File: src/design/srdve_pkg.sv
// Shared types, constants and helper functions for the sample record
// delta varint encoder. No dependencies.
package srdve_pkg;

	localparam int WORD_W     = 64;
	localparam int BYTE_W     = 8;
	localparam int LEN_W      = 4;
	localparam int NUM_FIELDS = 4;
	localparam int CMD_DEPTH  = 2;

	localparam logic [BYTE_W-1:0] REC_TYPE_SAMPLES = 8'd2;
	localparam logic [LEN_W-1:0]  WORD_BYTES       = 4'd8;
	localparam logic [1:0]        VALUE_FIELD      = 2'd3;

	// One classified sample handed from the front end to the serializer.
	// vlen holds the byte count of each field; the value field is always a word.
	typedef struct packed {
		logic                                  first;
		logic [NUM_FIELDS-1:0][LEN_W-1:0]      vlen;
		logic [NUM_FIELDS-1:0][WORD_W-1:0]     word;
	} cmd_t;

	function automatic logic [WORD_W-1:0] zigzag(input logic [WORD_W-1:0] d);
		return {d[WORD_W-2:0], 1'b0} ^ {WORD_W{d[WORD_W-1]}};
	endfunction

	// Number of 7-bit groups needed to carry z, 1 to 10.
	function automatic logic [LEN_W-1:0] varint_len(input logic [WORD_W-1:0] z);
		logic [LEN_W-1:0] n;
		n = LEN_W'(1);
		for (int k = 1; k < 10; k++) begin
			if ((z >> (7 * k)) != '0) begin
				n = LEN_W'(k + 1);
			end
		end
		return n;
	endfunction

endpackage

File: src/design/sample_record_delta_varint_encoder_unit.sv
// Top level of the sample record delta varint encoder.
// Depends on srdve_pkg, srdve_front, srdve_cmd_fifo and srdve_back.
//
// Each sample pushed in comes out as a byte stream on the result queue: a
// sample that starts a record gives 33 bytes (type byte, then four big-endian
// words) and a continuing sample gives 11 to 38 bytes (three zigzag varint
// deltas against the record bases, then the value word); last_byte marks the
// final byte of each sample. The byte serializer emits one beat per cycle unless
// a held output byte is not popped, and a queued sample's first byte follows the
// previous sample's last byte directly. The front end takes a new sample every cycle
// until the one-stage delta register and the CMD_DEPTH-entry command queue are
// full; a pushed sample passes the delta register, the command queue and the
// serializer state before its first byte reaches the output register.
module sample_record_delta_varint_encoder_unit
	import srdve_pkg::*;
#(
	parameter int CMD_DEPTH = srdve_pkg::CMD_DEPTH
) (
	input  logic                     clk,
	input  logic                     arst_n,
	input  logic                     push,
	output logic                     full,
	input  logic [WORD_W-1:0]        series_ref,
	input  logic [WORD_W-1:0]        entity_id,
	input  logic signed [WORD_W-1:0] timestamp,
	input  logic [WORD_W-1:0]        value_bits,
	input  logic                     first_of_record,
	output logic                     empty,
	input  logic                     pop,
	output logic [BYTE_W-1:0]        out_byte,
	output logic                     last_byte
);

	cmd_t fr_cmd;
	cmd_t bk_cmd;
	logic fr_push;
	logic q_full;
	logic q_empty;
	logic bk_pop;

	srdve_front u_front (
		.clk             (clk),
		.arst_n          (arst_n),
		.push            (push),
		.full            (full),
		.series_ref      (series_ref),
		.entity_id       (entity_id),
		.timestamp       (timestamp),
		.value_bits      (value_bits),
		.first_of_record (first_of_record),
		.cmd_push        (fr_push),
		.cmd_full        (q_full),
		.cmd             (fr_cmd)
	);

	srdve_cmd_fifo #(
		.DEPTH (CMD_DEPTH)
	) u_cmd_fifo (
		.clk    (clk),
		.arst_n (arst_n),
		.push   (fr_push),
		.full   (q_full),
		.wdata  (fr_cmd),
		.pop    (bk_pop),
		.empty  (q_empty),
		.rdata  (bk_cmd)
	);

	srdve_back u_back (
		.clk       (clk),
		.arst_n    (arst_n),
		.cmd       (bk_cmd),
		.cmd_empty (q_empty),
		.cmd_pop   (bk_pop),
		.empty     (empty),
		.pop       (pop),
		.out_byte  (out_byte),
		.last_byte (last_byte)
	);

endmodule

File: src/design/srdve_front.sv
// Front end: accepts samples, keeps the record bases, and for continuing samples
// forms deltas and zigzag codes with their varint lengths. Depends on srdve_pkg.
module srdve_front
	import srdve_pkg::*;
(
	input  logic                     clk,
	input  logic                     arst_n,
	input  logic                     push,
	output logic                     full,
	input  logic [WORD_W-1:0]        series_ref,
	input  logic [WORD_W-1:0]        entity_id,
	input  logic signed [WORD_W-1:0] timestamp,
	input  logic [WORD_W-1:0]        value_bits,
	input  logic                     first_of_record,
	output logic                     cmd_push,
	input  logic                     cmd_full,
	output cmd_t                     cmd
);

	logic                valid_s1;
	logic                first_s1;
	logic [WORD_W-1:0]   ref_s1;
	logic [WORD_W-1:0]   lid_s1;
	logic [WORD_W-1:0]   ts_s1;
	logic [WORD_W-1:0]   val_s1;
	logic [WORD_W-1:0]   base_ref_q;
	logic [WORD_W-1:0]   base_logical_q;
	logic [WORD_W-1:0]   base_time_q;
	logic                accept;

	assign full     = valid_s1 && cmd_full;
	assign accept   = push && !full;
	assign cmd_push = valid_s1 && !cmd_full;

	always_ff @(posedge clk or negedge arst_n) begin
		if (!arst_n) begin
			valid_s1       <= 1'b0;
			base_ref_q     <= '0;
			base_logical_q <= '0;
			base_time_q    <= '0;
		end else begin
			if (accept) begin
				valid_s1 <= 1'b1;
			end else if (!cmd_full) begin
				valid_s1 <= 1'b0;
			end
			if (accept && first_of_record) begin
				base_ref_q     <= series_ref;
				base_logical_q <= entity_id;
				base_time_q    <= $unsigned(timestamp);
			end
		end
	end

	// Differences wrap modulo 2^64; a first sample passes its raw words.
	always_ff @(posedge clk) begin
		if (accept) begin
			first_s1 <= first_of_record;
			val_s1   <= value_bits;
			if (first_of_record) begin
				ref_s1 <= series_ref;
				lid_s1 <= entity_id;
				ts_s1  <= $unsigned(timestamp);
			end else begin
				ref_s1 <= series_ref - base_ref_q;
				lid_s1 <= entity_id - base_logical_q;
				ts_s1  <= $unsigned(timestamp) - base_time_q;
			end
		end
	end

	always_comb begin
		cmd.first   = first_s1;
		cmd.word[3] = val_s1;
		cmd.vlen[3] = WORD_BYTES;
		if (first_s1) begin
			cmd.word[0] = ref_s1;
			cmd.word[1] = lid_s1;
			cmd.word[2] = ts_s1;
			cmd.vlen[0] = WORD_BYTES;
			cmd.vlen[1] = WORD_BYTES;
			cmd.vlen[2] = WORD_BYTES;
		end else begin
			cmd.word[0] = zigzag(ref_s1);
			cmd.word[1] = zigzag(lid_s1);
			cmd.word[2] = zigzag(ts_s1);
			cmd.vlen[0] = varint_len(cmd.word[0]);
			cmd.vlen[1] = varint_len(cmd.word[1]);
			cmd.vlen[2] = varint_len(cmd.word[2]);
		end
	end

endmodule

File: src/design/srdve_cmd_fifo.sv
// Short command queue between front end and serializer.
// Depends on srdve_pkg for the command type.
module srdve_cmd_fifo
	import srdve_pkg::*;
#(
	parameter int DEPTH = CMD_DEPTH
) (
	input  logic clk,
	input  logic arst_n,
	input  logic push,
	output logic full,
	input  cmd_t wdata,
	input  logic pop,
	output logic empty,
	output cmd_t rdata
);

	localparam int PTR_W = $clog2(DEPTH);
	localparam int CNT_W = $clog2(DEPTH + 1);

	cmd_t             mem_q [DEPTH];
	logic [PTR_W-1:0] wr_ptr_q;
	logic [PTR_W-1:0] rd_ptr_q;
	logic [CNT_W-1:0] cnt_q;
	logic             wr;
	logic             rd;

	assign full  = (cnt_q == CNT_W'(DEPTH));
	assign empty = (cnt_q == '0);
	assign wr    = push && !full;
	assign rd    = pop && !empty;
	assign rdata = mem_q[rd_ptr_q];

	always_ff @(posedge clk or negedge arst_n) begin
		if (!arst_n) begin
			wr_ptr_q <= '0;
			rd_ptr_q <= '0;
			cnt_q    <= '0;
		end else begin
			if (wr) begin
				wr_ptr_q <= (wr_ptr_q == PTR_W'(DEPTH - 1)) ? '0 : wr_ptr_q + 1'b1;
			end
			if (rd) begin
				rd_ptr_q <= (rd_ptr_q == PTR_W'(DEPTH - 1)) ? '0 : rd_ptr_q + 1'b1;
			end
			if (wr && !rd) begin
				cnt_q <= cnt_q + 1'b1;
			end else if (rd && !wr) begin
				cnt_q <= cnt_q - 1'b1;
			end
		end
	end

	always_ff @(posedge clk) begin
		if (wr) begin
			mem_q[wr_ptr_q] <= wdata;
		end
	end

	a_cnt_bound: assert property (@(posedge clk) disable iff (!arst_n)
		cnt_q <= CNT_W'(DEPTH))
		else $error("command queue count beyond depth");

	a_empty_ptrs: assert property (@(posedge clk) disable iff (!arst_n)
		(cnt_q == '0) |-> (wr_ptr_q == rd_ptr_q))
		else $error("empty queue with unequal pointers");

	a_fill: assert property (@(posedge clk) disable iff (!arst_n)
		(wr && !rd) |=> (cnt_q == $past(cnt_q) + 1'b1))
		else $error("command queue lost a write");

endmodule

File: src/design/srdve_back.sv
// Serializer: turns queued commands into bytes, one beat per cycle unless a held
// output byte is not popped, through a single output register. Depends on srdve_pkg.
module srdve_back
	import srdve_pkg::*;
(
	input  logic              clk,
	input  logic              arst_n,
	input  cmd_t              cmd,
	input  logic              cmd_empty,
	output logic              cmd_pop,
	output logic              empty,
	input  logic              pop,
	output logic [BYTE_W-1:0] out_byte,
	output logic              last_byte
);

	typedef enum logic [2:0] {
		ST_IDLE = 3'b001,
		ST_TYPE = 3'b010,
		ST_BODY = 3'b100
	} bk_state_t;

	bk_state_t                         state_q;
	logic                              first_q;
	logic [1:0]                        field_q;
	logic [LEN_W-1:0]                  count_q;
	logic [WORD_W-1:0]                 work_q;
	logic [NUM_FIELDS-1:0][WORD_W-1:0] words_q;
	logic [NUM_FIELDS-1:0][LEN_W-1:0]  vlen_q;
	logic                              out_valid_q;
	logic [BYTE_W-1:0]                 out_byte_q;
	logic                              last_q;

	logic              is_var;
	logic              field_end;
	logic              rec_end;
	logic              emit;
	logic              load;
	logic [1:0]        nxt_field;
	logic [BYTE_W-1:0] byte_val;

	assign is_var    = !first_q && (field_q != VALUE_FIELD);
	assign field_end = (state_q == ST_BODY) && (count_q == LEN_W'(1));
	assign rec_end   = field_end && (field_q == VALUE_FIELD);
	assign emit      = (!out_valid_q || pop) && (state_q != ST_IDLE);
	assign load      = !cmd_empty && ((state_q == ST_IDLE) || (emit && rec_end));
	assign nxt_field = field_q + 2'd1;
	assign cmd_pop   = load;

	always_comb begin
		case (state_q)
			ST_TYPE: byte_val = REC_TYPE_SAMPLES;
			ST_BODY: begin
				if (is_var) begin
					byte_val = {count_q != LEN_W'(1), work_q[6:0]};
				end else begin
					byte_val = work_q[WORD_W-1 -: BYTE_W];
				end
			end
			default: byte_val = '0;
		endcase
	end

	always_ff @(posedge clk or negedge arst_n) begin
		if (!arst_n) begin
			state_q <= ST_IDLE;
			first_q <= 1'b0;
			field_q <= '0;
			count_q <= '0;
		end else if (load) begin
			state_q <= cmd.first ? ST_TYPE : ST_BODY;
			first_q <= cmd.first;
			field_q <= '0;
			count_q <= cmd.vlen[0];
		end else if (emit) begin
			case (state_q)
				ST_TYPE: state_q <= ST_BODY;
				ST_BODY: begin
					if (rec_end) begin
						state_q <= ST_IDLE;
					end else if (field_end) begin
						field_q <= nxt_field;
						count_q <= vlen_q[nxt_field];
					end else begin
						count_q <= count_q - 1'b1;
					end
				end
				default: state_q <= ST_IDLE;
			endcase
		end
	end

	// Varints drain from the low end, words from the high end.
	always_ff @(posedge clk) begin
		if (load) begin
			words_q <= cmd.word;
			vlen_q  <= cmd.vlen;
			work_q  <= cmd.word[0];
		end else if (emit && (state_q == ST_BODY)) begin
			if (field_end) begin
				work_q <= words_q[nxt_field];
			end else if (is_var) begin
				work_q <= work_q >> 7;
			end else begin
				work_q <= work_q << BYTE_W;
			end
		end
	end

	always_ff @(posedge clk or negedge arst_n) begin
		if (!arst_n) begin
			out_valid_q <= 1'b0;
		end else if (emit) begin
			out_valid_q <= 1'b1;
		end else if (pop) begin
			out_valid_q <= 1'b0;
		end
	end

	always_ff @(posedge clk) begin
		if (emit) begin
			out_byte_q <= byte_val;
			last_q     <= rec_end;
		end
	end

	assign empty     = !out_valid_q;
	assign out_byte  = out_byte_q;
	assign last_byte = last_q;

	a_count_live: assert property (@(posedge clk) disable iff (!arst_n)
		(state_q == ST_BODY) |-> (count_q != '0))
		else $error("serializer field count hit zero");

	a_type_first: assert property (@(posedge clk) disable iff (!arst_n)
		(state_q == ST_TYPE) |-> first_q)
		else $error("type byte on a continuing sample");

	a_value_len: assert property (@(posedge clk) disable iff (!arst_n)
		((state_q == ST_BODY) && (field_q == VALUE_FIELD)) |-> (count_q <= WORD_BYTES))
		else $error("value word longer than eight bytes");

endmodule
File: config.mk
export PLATFORM = sky130hd
export DESIGN_NAME = sample_record_delta_varint_encoder_unit
export DESIGN_NICKNAME = d
export VERILOG_FILES = /design/src/design/srdve_pkg.sv /design/src/design/sample_record_delta_varint_encoder_unit.sv /design/src/design/srdve_front.sv /design/src/design/srdve_cmd_fifo.sv /design/src/design/srdve_back.sv
export SDC_FILE = /design/constraint.sdc
export NUM_CORES = 2
export LEC_CHECK = 0
export BUFFER_PORTS_ARGS = -buffer_cell sky130_fd_sc_hd__buf_2
export CORE_MARGIN = 1.5
export CORE_UTILIZATION = 56
export CTS_BUF_LIST = sky130_fd_sc_hd__clkbuf_16
export CTS_CLUSTER_DIAMETER = 40
export DETAILED_ROUTE_END_ITERATION = 6
export PLACE_DENSITY = 0.88
export SETUP_SLACK_MARGIN = 0.3
export SLEW_MARGIN = 30
export SYNTH_ARGS = -nofsm -noshare
export SYNTH_HDL_FRONTEND = slang
export SYNTH_SLANG_ARGS = --single-unit
File: constraint.sdc
create_clock -name clk -period 12.75 [get_ports clk]
set_input_delay 1.9125 -clock clk [delete_from_list [all_inputs] [get_ports clk]]
set_output_delay 1.9125 -clock clk [all_outputs]
set_load 0.02 [all_outputs]
==> summary.md <==
| Metric | Value |
|---|---|
| Total global-route track usage | 28.8% |
| Netlist cell types | 87 |
| DP Wirelength | 121000 µm |
| Max-capacitance violation count | 0 |
| Synth Cell Area | 0.0673 mm² |
| Worst flop-to-flop path startpoint | u_back.count_q[1]$_DFFE_PN0P_ |
| Clock Pin Slew Worst Setup and Hold Paths | 60 ps |
| Starting density of the core | 56.3% |
| CP max FO | 5 |
| Final Hold Viols | 0 |
| Largest net degree at the start of global routing | 117 |
| RSZ-0062 raised after global routing | no |
| Design Area, Final | 0.0757 mm² |
| Hold Buf Count CTS | 0 |
| Core Util, Final | 63.4% |
| Worst reg2reg setup slack | 7700 ps |
| I/O Pins | 272 |
| Worst vdd ir | 0.000180 V |
| Clk_skew | 44.7 ps |
| Initial DRC count | 6095 |
| # port buffers | 271 |
| TritonCTS Buffers | 168 |
| Post-route clock period utilization | 40.0% |
| Worst Setup EP | u_front.ref_s1[46]$_DFFE_PP_ |
| Startpoint types | input pin |
| Worst setup path class | in2reg |
| TritonCTS sink count | 1344 |
| Fmax | 196 MHz |
| Die H | 350 µm |
| GR Overflow Total | 0 |
| Violated checks | design-rule violations |
| Number of nets in the layout | 6231 |
| Leakage power | 28.4 nW |
| Cell row count | 127 |
| Initial antenna violation count | 12 |
| Detailed Route WL | 178000 µm |
| Total vias in the final route | 46400 |
| EDFF count, synth | 1136 |
| DR vias/cell | 6.15 |
| Leading register cell type out of synthesis | edfxtp_1 |
| Final total power | 0.0192 W |
| Clk Latency, worst-skew pair | 810 ps |
| CP endpoint kind | flop |
| Full die area | 0.122 mm² |
| Worst Tran Pin Value | 987 ps |
| Setup bufs post-CTS | 0 |
| First-pass GRT wire length | 266000 µm |
| DR DRC count | 11 |
| Post-synth ARST share | 15.5% |
| Type of the most critical hold path | reg2reg |
| Post-synthesis sequential area ratio | 58.4% |
| Crit path time final | 5100 ps |
| Status | complete, but fails checks |
| Critical path startpoint | series_ref[0] |
| P per Cell Area | 253 mW/mm² |
| Vias in the first global route | 45100 |
| Syn-to-layout area delta | 12.5% |
| Post-CTS sizing | 0 |
| Rel. slew slack | 34.2% |
| Seq cells post-synth | 1344 |
| # fillers | 8592 |
| Syn avg cell area | 12.1 µm² |
| Longest Clk Path Bufs | 3 |
| DR pass1 iterations | 7 |
| H-tree depth | 4 |
| Max Slew Vio Count | 0 |
| Core area | 0.119 mm² |
| WP data required | 13250 ps |
| Setup TNS | 0 ps |
| Post-Syn Nets | 6036 |
| Gate count of the mapped netlist | 5579 |
| Post-Place Cell Area | 0.0700 mm² |
| WL per Instance | 23.6 µm |
| CTS root buffer | clkbuf_16 |
| FF-to-FF End | u_back.work_q[56]$_DFFE_PP_ |
| Synth warn | 0 |
| Die width | 350 µm |
| Hold path startpoint | u_front.val_s1[61]$_DFFE_PP_ |
| Layout cells sized above 1 | 19.6% |
| CTS tree | built |
| GPL Wtd Cong | 0.995 |
| Reg2reg path depth | 12 |
| Crit path arrival time | 5590 ps |
| Antenna-violating nets left | 0 |
| Setup violations, final | 0 |
==> logic make-up after synthesis <==
family | Yosys count | synth area share (%)
multiplexers | 540 | 10.1
XOR/XNOR | 366 | 4.76
flip-flops | 1344 | 58.4
buffers and inverters | 549 | 3.11
AO/OA/AOI/OAI | 1273 | 11.2
adder cells (fa/ha/maj) | 196 | 3.68
AND/OR/NAND/NOR | 1311 | 8.80
==> synth_stat cells (40+ instances only) <==
master,count,area [µm²]
and3_1,45,282
a31oi_1,48,300
nand2_1,736,2760
mux4_2,64,1440
nand4_1,67,419
a21o_1,84,631
edfxtp_1,1136,34100
nor3_1,40,200
xnor2_1,285,2500
xor2_1,81,709
o21bai_1,40,300
mux2_2,468,5270
dfrtp_1,207,5180
inv_1,254,953
a21oi_1,339,1700
nand3_1,83,415
ha_1,193,2410
o21ai_0,525,2630
clkbuf_1,243,912
nor2_1,169,634
==> cell type report <==
cell class                      count  area [µm²]  share of cell area (%)
Inverter                          255         965                    1.27
Antenna cell                        5        12.5                  0.0165
Clock buffer                      169        4230                    5.58
Sequential cell                  1344       39300                    51.9
Multi-Input combinational cell   3686       26000                    34.3
Clock inverter                    145        1390                    1.84
Tap cell                         1612        2020                    2.66
Timing Repair Buffer              319        1820                    2.41
==> critical path: stages <==
cell and delay [ps]:
buf_2 150, inv_1 90, ha_1 370, inv_1 100, fa_1 450, a211oi_1 350, o21bai_1 160, o211a_1 280
o311ai_1 320, a21boi_1 200, o21ai_1 340, a311oi_1 240, nor2b_1 340, xor2_1 170, o21ai_0 110
==> through the flow <==
step | setup slack [ps] | hold WS [ps] | cells
floorplan | 2170 | 421 | 5579
global placement | 7120 | 423 | 7213
detailed placement | 6960 | 431 | 7213
CTS | 7560 | 437 | 7527
global route | 7430 | 443 | 7532
finish | 7650 | 441 | 7535
==> routing by layer <==
metal,vias to the layer above,track usage (%),share of wire [%]
li1,21000,-,-
met1,22600,37.5,38
met2,2349,46.6,47
met3,432,5.51,9.6
met4,4,13.5,5.0
met5,-,0,0.015
==> power by group <==
| part | internal [W] | switching [W] |
|---|---|---|
| clock network | 0.00272 | 0.00200 |
| logic | 0.00241 | 0.00392 |
| registers | 0.00710 | 0.00101 |
==> layout by cell type, fill, tap and decap left out, types with 12 or more instances in the layout <==
master / count
and3_1: 44
nor4_1: 17
a21oi_1: 339
mux2_2: 468
buf_2: 269
clkinv_1: 28
dfrtp_1: 205
nand2b_1: 30
xnor2_1: 285
nand4_1: 67
o21ai_0: 524
inv_1: 274
edfxtp_1: 1136
o31ai_1: 18
clkbuf_16: 169
ha_1: 192
inv_6: 20
or4_1: 38
buf_4: 35
a211oi_1: 26
nand2_1: 735
clkinv_4: 19
clkinv_2: 14
and4_1: 12
nor3_1: 40
a31oi_1: 48
nand3_1: 83
mux4_2: 64
o211ai_1: 21
o21ai_1: 24
xor2_1: 81
bufinv_16: 12
nor2b_1: 18
clkinvlp_4: 16
o21a_1: 26
and2_1: 13
nor2_1: 167
o21bai_1: 40
a21o_1: 84
==> flip-flops by register name, summed over array words and instances (netlist names) <==
name                    count
u_front.valid_s1            1
u_front.first_s1            1
u_cmd_fifo.rd_ptr_q         1
u_front.lid_s1             64
u_back.work_q              64
u_back.state_q              3
u_front.ts_s1              64
u_back.out_valid_q          1
u_back.vlen_q              12
u_front.base_ref_q         64
u_front.ref_s1             64
u_front.base_time_q        64
u_back.last_byte            1
u_front.base_logical_q     64
u_cmd_fifo.cnt_q            2
u_back.out_byte             8
u_back.words_q            256
u_cmd_fifo.wr_ptr_q         1
u_back.first_q              1
u_front.val_s1             64
u_back.field_q              2
u_cmd_fifo.mem_q          538
u_back.count_q              4
==> worst min-delay path by stage <==
stage,cells past startpoint,endpoint
after floorplan,0,u_cmd_fifo.mem_q[0][192]$_DFFE_PP_
after global placement,0,u_cmd_fifo.mem_q[0][228]$_DFFE_PP_
after detailed placement,0,u_cmd_fifo.mem_q[0][235]$_DFFE_PP_
after CTS,0,u_cmd_fifo.mem_q[1][241]$_DFFE_PP_
after global routing,0,u_cmd_fifo.mem_q[1][232]$_DFFE_PP_
final,0,u_cmd_fifo.mem_q[0][253]$_DFFE_PP_
Note: power is estimated with default switching activity, not from simulation.
